File: src/hdl/dds_pkg.sv
// Shared types and constants for the differential-drive shaper with deadman stop.
// Used by diff_drive_shaper_deadman; no dependencies.
package dds_pkg;

    // Input word kinds
    localparam logic KIND_CMD  = 1'b0;
    localparam logic KIND_TICK = 1'b1;

    // Result word events
    localparam logic EV_DRIVE = 1'b0;
    localparam logic EV_STOP  = 1'b1;

    // Configuration register indexes
    localparam int CFG_IDX_W = 2;
    localparam logic [CFG_IDX_W-1:0] REG_DEADZONE  = 2'd0;
    localparam logic [CFG_IDX_W-1:0] REG_MIN_SPEED = 2'd1;
    localparam logic [CFG_IDX_W-1:0] REG_MAX_SPEED = 2'd2;
    localparam logic [CFG_IDX_W-1:0] REG_TIMEOUT   = 2'd3;
    localparam int CFG_DATA_W = 16;

    // Reset values, Q3.12 where a speed
    localparam logic [14:0] DEADZONE_RST  = 15'd205;
    localparam logic [14:0] MIN_SPEED_RST = 15'd1434;
    localparam logic [14:0] MAX_SPEED_RST = 15'd4096;
    localparam logic [15:0] TIMEOUT_RST   = 16'd500;

    typedef struct packed {
        logic               kind;
        logic signed [15:0] linear_speed;
        logic signed [15:0] angular_rate;
    } in_word_t;

    typedef struct packed {
        logic               event_res;
        logic signed [15:0] left_speed;
        logic signed [15:0] right_speed;
    } out_word_t;

endpackage

File: src/hdl/diff_drive_shaper_deadman.sv
// Differential-drive speed shaper with deadman stop, top level.
// One input register, one result register; depends on dds_pkg.
//
// Accepts one word per cycle and sustains one word per cycle while m_ready
// is high. A word is held in the input register, where mixing,
// shaping and the deadman countdown are evaluated, and its result is
// loaded into the result register when the word is processed, which raises
// m_valid. A command always yields a drive result; a tick
// yields a stop result only when the armed countdown expires, otherwise it
// is consumed without a result. When the result register is full and
// m_ready is low, s_ready drops once the input register also holds a word
// that yields a result.
// Configuration writes take effect at once and are meant for idle periods.
module diff_drive_shaper_deadman
    import dds_pkg::*;
(
    input  logic                  aclk,
    input  logic                  aresetn,
    input  logic                  cfg_we,
    input  logic [CFG_IDX_W-1:0]  cfg_index,
    input  logic [CFG_DATA_W-1:0] cfg_wdata,
    input  logic                  s_valid,
    output logic                  s_ready,
    input  in_word_t              s_data,
    output logic                  m_valid,
    input  logic                  m_ready,
    output out_word_t             m_data
);

    logic [14:0] deadzone_reg;
    logic [14:0] min_speed_reg;
    logic [14:0] max_speed_reg;
    logic [15:0] timeout_reg;

    logic [15:0] countdown_reg, countdown_next;
    logic        armed_reg, armed_next;

    logic        in_valid_reg;
    in_word_t    in_reg;
    logic        out_valid_reg;
    out_word_t   out_reg;

    logic        out_free;
    logic        emit;
    logic        proc;
    out_word_t   res;
    logic signed [17:0] left_sum, right_sum;

    function automatic logic [15:0] shape_speed(
        input logic signed [17:0] spd,
        input logic [14:0]        dz,
        input logic [14:0]        mn,
        input logic [14:0]        mx
    );
        logic        neg;
        logic [16:0] mag;
        logic [14:0] s;
        logic [15:0] r;
        neg = spd[17];
        mag = neg ? 17'(-spd) : spd[16:0];
        if (mag < {2'b00, dz}) begin
            r = '0;
        end else begin
            s = (mag > {2'b00, mx}) ? mx : mag[14:0];
            if (s < mn) begin
                s = mn;
            end
            r = neg ? (16'd0 - {1'b0, s}) : {1'b0, s};
        end
        return r;
    endfunction

    // Configuration registers
    always_ff @(posedge aclk) begin
        if (!aresetn) begin
            deadzone_reg  <= DEADZONE_RST;
            min_speed_reg <= MIN_SPEED_RST;
            max_speed_reg <= MAX_SPEED_RST;
            timeout_reg   <= TIMEOUT_RST;
        end else if (cfg_we) begin
            unique case (cfg_index)
                REG_DEADZONE:  deadzone_reg  <= cfg_wdata[14:0];
                REG_MIN_SPEED: min_speed_reg <= cfg_wdata[14:0];
                REG_MAX_SPEED: max_speed_reg <= cfg_wdata[14:0];
                REG_TIMEOUT:   timeout_reg   <= cfg_wdata;
                default: ;
            endcase
        end
    end

    assign left_sum  = {{2{in_reg.linear_speed[15]}}, in_reg.linear_speed}
                     - {{2{in_reg.angular_rate[15]}}, in_reg.angular_rate};
    assign right_sum = {{2{in_reg.linear_speed[15]}}, in_reg.linear_speed}
                     + {{2{in_reg.angular_rate[15]}}, in_reg.angular_rate};

    // Evaluate the word held in the input register
    always_comb begin
        emit           = 1'b0;
        countdown_next = countdown_reg;
        armed_next     = armed_reg;
        res.event_res  = EV_DRIVE;
        res.left_speed = shape_speed(left_sum, deadzone_reg, min_speed_reg,
                                     max_speed_reg);
        res.right_speed = shape_speed(right_sum, deadzone_reg, min_speed_reg,
                                      max_speed_reg);
        if (in_reg.kind == KIND_CMD) begin
            emit           = 1'b1;
            countdown_next = timeout_reg;
            armed_next     = 1'b1;
        end else if (armed_reg) begin
            if (countdown_reg <= 16'd1) begin
                // deadman expired: one stop word, then disarm
                emit            = 1'b1;
                countdown_next  = '0;
                armed_next      = 1'b0;
                res.event_res   = EV_STOP;
                res.left_speed  = '0;
                res.right_speed = '0;
            end else begin
                countdown_next = countdown_reg - 16'd1;
            end
        end
    end

    assign out_free = !out_valid_reg || m_ready;
    // a tick that yields nothing leaves even when the result register is stuck
    assign proc     = in_valid_reg && (out_free || !emit);
    assign s_ready  = !in_valid_reg || proc;

    always_ff @(posedge aclk) begin
        if (!aresetn) begin
            in_valid_reg  <= 1'b0;
            out_valid_reg <= 1'b0;
            countdown_reg <= '0;
            armed_reg     <= 1'b0;
        end else begin
            if (s_ready) begin
                in_valid_reg <= s_valid;
            end
            if (proc) begin
                countdown_reg <= countdown_next;
                armed_reg     <= armed_next;
            end
            if (proc && emit) begin
                out_valid_reg <= 1'b1;
            end else if (m_ready) begin
                out_valid_reg <= 1'b0;
            end
        end
    end

    always_ff @(posedge aclk) begin
        if (s_ready && s_valid) begin
            in_reg <= s_data;
        end
        if (proc && emit) begin
            out_reg <= res;
        end
    end

    assign m_valid = out_valid_reg;
    assign m_data  = out_reg;

    // Assertions
    a_disarmed_zero: assert property (@(posedge aclk) disable iff (!aresetn)
        !armed_reg |-> countdown_reg == 16'd0)
        else $error("countdown nonzero while disarmed");

    a_stop_zero: assert property (@(posedge aclk) disable iff (!aresetn)
        (out_valid_reg && out_reg.event_res == EV_STOP) |->
        (out_reg.left_speed == 16'sd0 && out_reg.right_speed == 16'sd0))
        else $error("stop word with nonzero speeds");

    a_cmd_arms: assert property (@(posedge aclk) disable iff (!aresetn)
        (proc && in_reg.kind == KIND_CMD) |=>
        (armed_reg && out_valid_reg && out_reg.event_res == EV_DRIVE))
        else $error("command did not arm or drive");

    a_stop_disarms: assert property (@(posedge aclk) disable iff (!aresetn)
        (proc && emit && in_reg.kind == KIND_TICK) |=>
        (!armed_reg && out_valid_reg && out_reg.event_res == EV_STOP))
        else $error("expiry did not disarm with stop word");

    a_no_overwrite: assert property (@(posedge aclk) disable iff (!aresetn)
        (out_valid_reg && !m_ready && !(proc && emit)) |=> out_valid_reg)
        else $error("pending result dropped");

endmodule

File: config.mk
export PLATFORM = sky130hd
export DESIGN_NAME = diff_drive_shaper_deadman
export DESIGN_NICKNAME = d
export VERILOG_FILES = /design/src/hdl/dds_pkg.sv /design/src/hdl/diff_drive_shaper_deadman.sv
export SDC_FILE = /design/constraint.sdc
export NUM_CORES = 1
export LEC_CHECK = 0
export ABC_AREA = 1
export ABC_CLOCK_PERIOD_IN_PS = 8900
export BUFFER_PORTS_ARGS = -buffer_cell sky130_fd_sc_hd__buf_2
export CAP_MARGIN = 20
export CORE_AREA = 2 2 142 144
export CTS_BUF_LIST = sky130_fd_sc_hd__clkbuf_16
export CTS_CLUSTER_DIAMETER = 200
export DETAILED_ROUTE_END_ITERATION = 16
export DIE_AREA = 0 0 144 146
export PLACE_DENSITY_LB_ADDON = 0.2
export SLEW_MARGIN = 15
export SYNTH_ARGS = -nofsm -noshare
export SYNTH_HDL_FRONTEND = slang
export SYNTH_SLANG_ARGS = --single-unit
File: constraint.sdc
create_clock -name aclk -period 8.9 [get_ports aclk]
set_input_delay 1.78 -clock aclk [delete_from_list [all_inputs] [get_ports aclk]]
set_output_delay 1.78 -clock aclk [all_outputs]
set_load 0.02 [all_outputs]
==> run metrics, run 1 <==
outcome complete, no violations; RSZ-0062 raised after global routing false; worst hold path depth 2; routed len/inst 16.4 µm; vias in the first global route 9,953; Cell variety after synth 55; Layout Area Growth over Synthesis 10.3%; Worst EP required 9090 ps; worst skew pair latency 440 ps; CP Depth 45; CTS resizes 0; CP Capture Type register; Synth top cells by count nand2_1 (348), inv_1 (208), a21oi_1 (138), nor2_1 (138), o21ai_0 (124); die height 146 µm; final hold violation count 0; Setup Buffers After CTS 0; Avg Vias per Cell 5.61; hold path endpoint timeout_reg[10]; net count after synthesis 1,775; P_leak 6.03 nW; cell family with most CP delay simple AND/OR/NAND/NOR gates; row cnt 51; CP Class register to register; total CTS buffers 17; global placer's final weighted congestion 0.951; Worst Path Max Fanout 23; Post-Synthesis Cells 1,594; R2R cell count 45; Worst Setup SP in_reg[0]; Synth Flop Type dfxtp_1; Synth Cell Area 11,500 µm²; DR vias 10,900; clk buf depth 2; Max-slew headroom 49.2%; Pre-antenna DRT Iters 6; post-synthesis sequential area ratio 31.3%; post-synth top area cell edfxtp_1; MaxCap Viol Count 0; Buffers & Inverters on Critical Path 6; Initial Utilization 59.2%; Clock Skew 9.52 ps; CTS tree yes; Ys Warns 0; Tmin final 7690 ps; type of origin of the critical path register; total I/O pin count 91; RR Startpoint in_reg[0]; total grt overflow 0; CTS Sinks 146; Core Util, Final 65.3%; final period utilization 86.4%; Root Driver clkbuf_16; max-slew violation count 0; n_diodes 0; Critical Path Max Stage Delay 420 ps; R2R Setup Slk 1210 ps; Die Width 144 µm; synthesized area per cell 7.18 µm²; Post-DP HPWL 25,400 µm; fmax 0.130 GHz; fraction of layout cells with a size suffix above 1 11.6%; initial antenna violation count 0; deepest level of the CTS H-tree 4; core area 19,300 µm²; Iteration-0 DRC Markers 926; cell mode on critical path nand2_1; Worst-Margin Slew 760 ps; first-pass GRT wire length 50,200 µm; Final nets 1,843; full die area 21,000 µm²; async set-or-reset flop fraction in the synthesized netlist 0%; WHS 484 ps; Synth top area share 17.3%; Post-Route WL 31,900 µm; total negative slack 0 ps; Worst Hold Class register to register; RR Endpoint m_data[28]; pin count of the biggest net entering global routing 71; Final ANT Viol Nets 0; IO Port Bufs 90; Seq cells post-synth 146; Reg clk slew, reported paths 70 ps; count leader, synth nand2_1; Worst VDD drop 0.160 mV; Crit-path slowest cell fa_1; final number of setup-violating endpoints 0; drt drc 0; critical hold path startpoint timeout_reg[10]; CTS Hold Bufs 0; fill cell count 1,756; Pwr Density 258 nW/µm²; Critical Path AT 7880 ps; top cells by area, synth edfxtp_1 (17%), dfxtp_1 (14%), ha_1 (13%), nand2_1 (11%), inv_1 (6.8%); global-route usage over all layers 30.5%; Post-synth EDFFs 66
[metal layers]
| layer | vias to the layer above | global-route usage (%) | routed length [µm] |
|---|---|---|---|
| met5 | - | 0 | 0 |
| met1 | 4937 | 39.0 | 13600 |
| met3 | 79 | 3.39 | 1700 |
| met2 | 410 | 51.9 | 15200 |
| li1 | 5457 | - | - |
| met4 | 0 | 13.2 | 1350 |
[report_power, final]
group	switching (W)	internal, W
clock	0.000329	0.000382
sequential	0.0000243	0.000803
combinational	0.00115	0.000573
total	0.00150	0.00176
[worst register-to-register path, delay by kind of cell (launching register included)]
kind                     cells  cell delay, ps
flip-flops                   1             400
AO/OA/AOI/OAI                7            1640
buffers and inverters        6             910
AND/OR/NAND/NOR             26            2780
adder cells (fa/ha/maj)      5            1450
XOR/XNOR                     1             260
[worst max-delay path by stage]
| stage | to | slack (ps) |
|---|---|---|
| after floorplan | m_data[30] | 2150 |
| final | m_data[28] | 1210 |
| after global placement | m_data[30] | 1430 |
| after global routing | m_data[30] | 370 |
| after CTS | m_data[30] | 1330 |
| after detailed placement | m_data[30] | 1360 |
[per-stage QoR]
stage / cells / instance area, µm² / power, W / worst slack [ps]
after floorplan: 1594 / 11500 / 0.00217 / 2150
final: 1940 / 12600 / 0.00326 / 1210
after global routing: 1940 / 12600 / 0.00352 / 366
after CTS: 1940 / 12600 / 0.00324 / 1330
after global placement: 1908 / 12100 / 0.00249 / 1430
after detailed placement: 1908 / 12100 / 0.00253 / 1360
[final cells by class]
cell class / count / area (µm²) / area share, %
clock inverters: 14 / 120 / 0.951
multi-input cells: 1182 / 6830 / 54.1
repair buffers: 96 / 495 / 3.92
inverters: 219 / 822 / 6.51
well taps: 265 / 332 / 2.63
clock buffers: 18 / 450 / 3.57
flip-flops and latches: 146 / 3580 / 28.4
[logic make-up (layout without fill, tap and decap cells)]
| logic type | count (synthesis) | count (layout) | synth area share [%] |
|---|---|---|---|
| simple gates | 664 | 664 | 25.1 |
| compound gates | 351 | 351 | 17.3 |
| buf+inv | 266 | 347 | 9.08 |
| flops | 146 | 146 | 31.3 |
| fa+ha+maj | 125 | 125 | 13.8 |
| xor+xnor | 42 | 42 | 3.41 |
[cells in the final DEF (no fill, tap or decap), types with 3 or more instances in the layout]
| cell type | count |
|---|---|
| nand2_1 | 348 |
| inv_1 | 209 |
| nor2_1 | 138 |
| a21oi_1 | 138 |
| o21ai_0 | 124 |
| ha_1 | 123 |
| nand3_1 | 92 |
| buf_2 | 90 |
| dfxtp_1 | 80 |
| edfxtp_1 | 66 |
| xor2_1 | 33 |
| nand4_1 | 22 |
| nand2_2 | 20 |
| clkbuf_16 | 18 |
| nor3_1 | 17 |
| o21ai_1 | 13 |
| o211ai_1 | 12 |
| a211oi_1 | 11 |
| o21ai_2 | 11 |
| inv_2 | 7 |
| o21a_1 | 6 |
| xnor2_1 | 6 |
| buf_4 | 6 |
| a21o_1 | 5 |
| nand3_2 | 5 |
| a221oi_1 | 5 |
| clkinv_1 | 4 |
| nor2_2 | 4 |
| a21oi_2 | 4 |
| o31ai_1 | 4 |
| o22ai_1 | 4 |
| inv_6 | 4 |
| and2_1 | 3 |
| nor4_1 | 3 |
| xor2_2 | 3 |
| nand3_4 | 3 |
| or2_2 | 3 |
| o221ai_1 | 3 |
Note: power is estimated with default switching activity, not from simulation.
==> inputs of run 2 (changes only) <==
Settings changed: CORE_AREA 2 2 142 144 to 2 2 139 141, DIE_AREA 0 0 144 146 to 0 0 141 143.
==> run metrics, run 2 (synthesis results as in run 1) <==
Final ANT Viol Nets 0; Internal Power 0.00176 W; Pwr Density 258 nW/µm²; final hold violation count 0; IO Port Bufs 90; deepest level of the CTS H-tree 4; Iteration-0 DRC Markers 832; Final nets 1,845; Critical Path AT 7810 ps; pin count of the biggest net entering global routing 71; Post-Route WL 32,000 µm; Avg Vias per Cell 5.70; cell family with most CP delay simple AND/OR/NAND/NOR gates; core area 18,600 µm²; routed len/inst 16.7 µm; CTS resizes 0; Pre-antenna DRT Iters 6; RR Endpoint m_data[28]; R2R cell count 45; P_leak 6.05 nW; clk buf depth 2; Setup Buffers After CTS 0; Worst Setup SP in_reg[0]; fin worst setup slack 1280 ps; outcome complete, no violations; Initial Utilization 61.6%; total I/O pin count 91; first-pass GRT wire length 50,300 µm; Worst Hold Class register to register; Clock Skew 7.95 ps; DR vias 10,900; fmax 0.131 GHz; Net Sw Frac 45.8%; cell mode on critical path nand2_1; register area 3580 µm²; Critical Path Max Stage Delay 410 ps; Max-slew headroom 37.0%; Worst VDD drop 0.157 mV; fill cell count 1,657; initial antenna violation count 0; type of origin of the critical path register; Sequential Power Share 25.5%; Worst-Margin Slew 942 ps; DP Worst Slack 1300 ps; Tot Pwr 0.00325 W; drt drc 0; R2R Setup Slk 1280 ps; final period utilization 85.6%; total grt overflow 0; Tmin final 7620 ps; WHS 467 ps; Layout Area Growth over Synthesis 10.1%; Reg clk slew, reported paths 70 ps; CP Capture Type register; global placer's final weighted congestion 1.01; most frequent cells in the layout nand2_1 (348), inv_1 (208), nor2_1 (138), a21oi_1 (138), o21ai_0 (124); Root Driver clkbuf_16; Crit-path slowest cell edfxtp_1; die height 143 µm; worst skew pair latency 430 ps; clock share of power 21.6%; RR Startpoint in_reg[0]; Multi-input gate area 6830 µm²; worst setup path end m_data[28]; Psw 0.00149 W; Post-DP HPWL 25,500 µm; Buffers & Inverters on Critical Path 6; Worst Path Max Fanout 23; CTS Hold Bufs 0; total negative slack 0 ps; final number of setup-violating endpoints 0; max-slew violation count 0; global-route usage over all layers 31.9%; full die area 20,200 µm²; Worst EP required 9090 ps; fraction of layout cells with a size suffix above 1 11.7%; vias in the first global route 9,854; MaxCap Viol Count 0; RSZ-0062 raised after global routing false; CP Class register to register; n_diodes 0; CP Depth 45; CTS tree yes; total CTS buffers 17; CTS Sinks 146; Die Width 141 µm; Comb power frac 52.9%; commonest non-fill, non-tap cell in the layout nand2_1; row cnt 50
run 2: cell count changes in the layout (fill, tap and decap cells not counted), sizes merged:
| cell | before | now |
|---|---|---|
| inv | 224 | 226 |
| clkinvlp | 1 | 0 |
| buf | 96 | 98 |
| clkinv | 8 | 7 |
run 2: cell type report:
type                       count  area share [%]
multi-input combinational   1182            54.1
sequential                   146            28.4
inverter                     219            6.52
timing repair buffer          98            4.15
clock buffer                  18            3.57
tap                          234            2.32
clock inverter                14           0.893
run 2: power groups by stage:
stage	sequential (W)	combinational, W	clock (W)
final	0.000829	0.00172	0.000704
after global routing	0.000833	0.00195	0.000732
after CTS	0.000829	0.00170	0.000707
after detailed placement	0.000843	0.00169	0
after global placement	0.000842	0.00166	0
after floorplan	0.000869	0.00130	0
run 2: stage by stage:
step                util [%]  cell area (µm²)  std cells
global route            67.9            12600       1911
floorplan                  -            11500       1594
global placement        64.7            12000       1878
finish                  67.9            12600       1911
detailed placement      64.7            12000       1878
CTS                     67.8            12600       1910
run 2: worst min-delay path, delay by kind of cell, from the launching register on:
kind / cells / cell delay (ps)
flip-flops: 1 / 330
AND/OR/NAND/NOR: 2 / 100
run 2: per-layer routing:
layer / global-route usage, % / routed length [µm]
met1: 41.4 / 13800
met2: 53.2 / 14900
met3: 4.69 / 2130
met4: 13.6 / 1160
met5: 0 / 0
run 2: worst min-delay path by stage:
stage | slack, ps | from | end | depth (start not counted)
CTS | 460 | timeout_reg[5] | timeout_reg[5] | 2
global placement | 450 | timeout_reg[5] | timeout_reg[5] | 2
floorplan | 420 | timeout_reg[0] | timeout_reg[0] | 2
global route | 490 | timeout_reg[5] | timeout_reg[5] | 2
detailed placement | 450 | timeout_reg[5] | timeout_reg[5] | 2
finish | 470 | timeout_reg[7] | timeout_reg[7] | 2
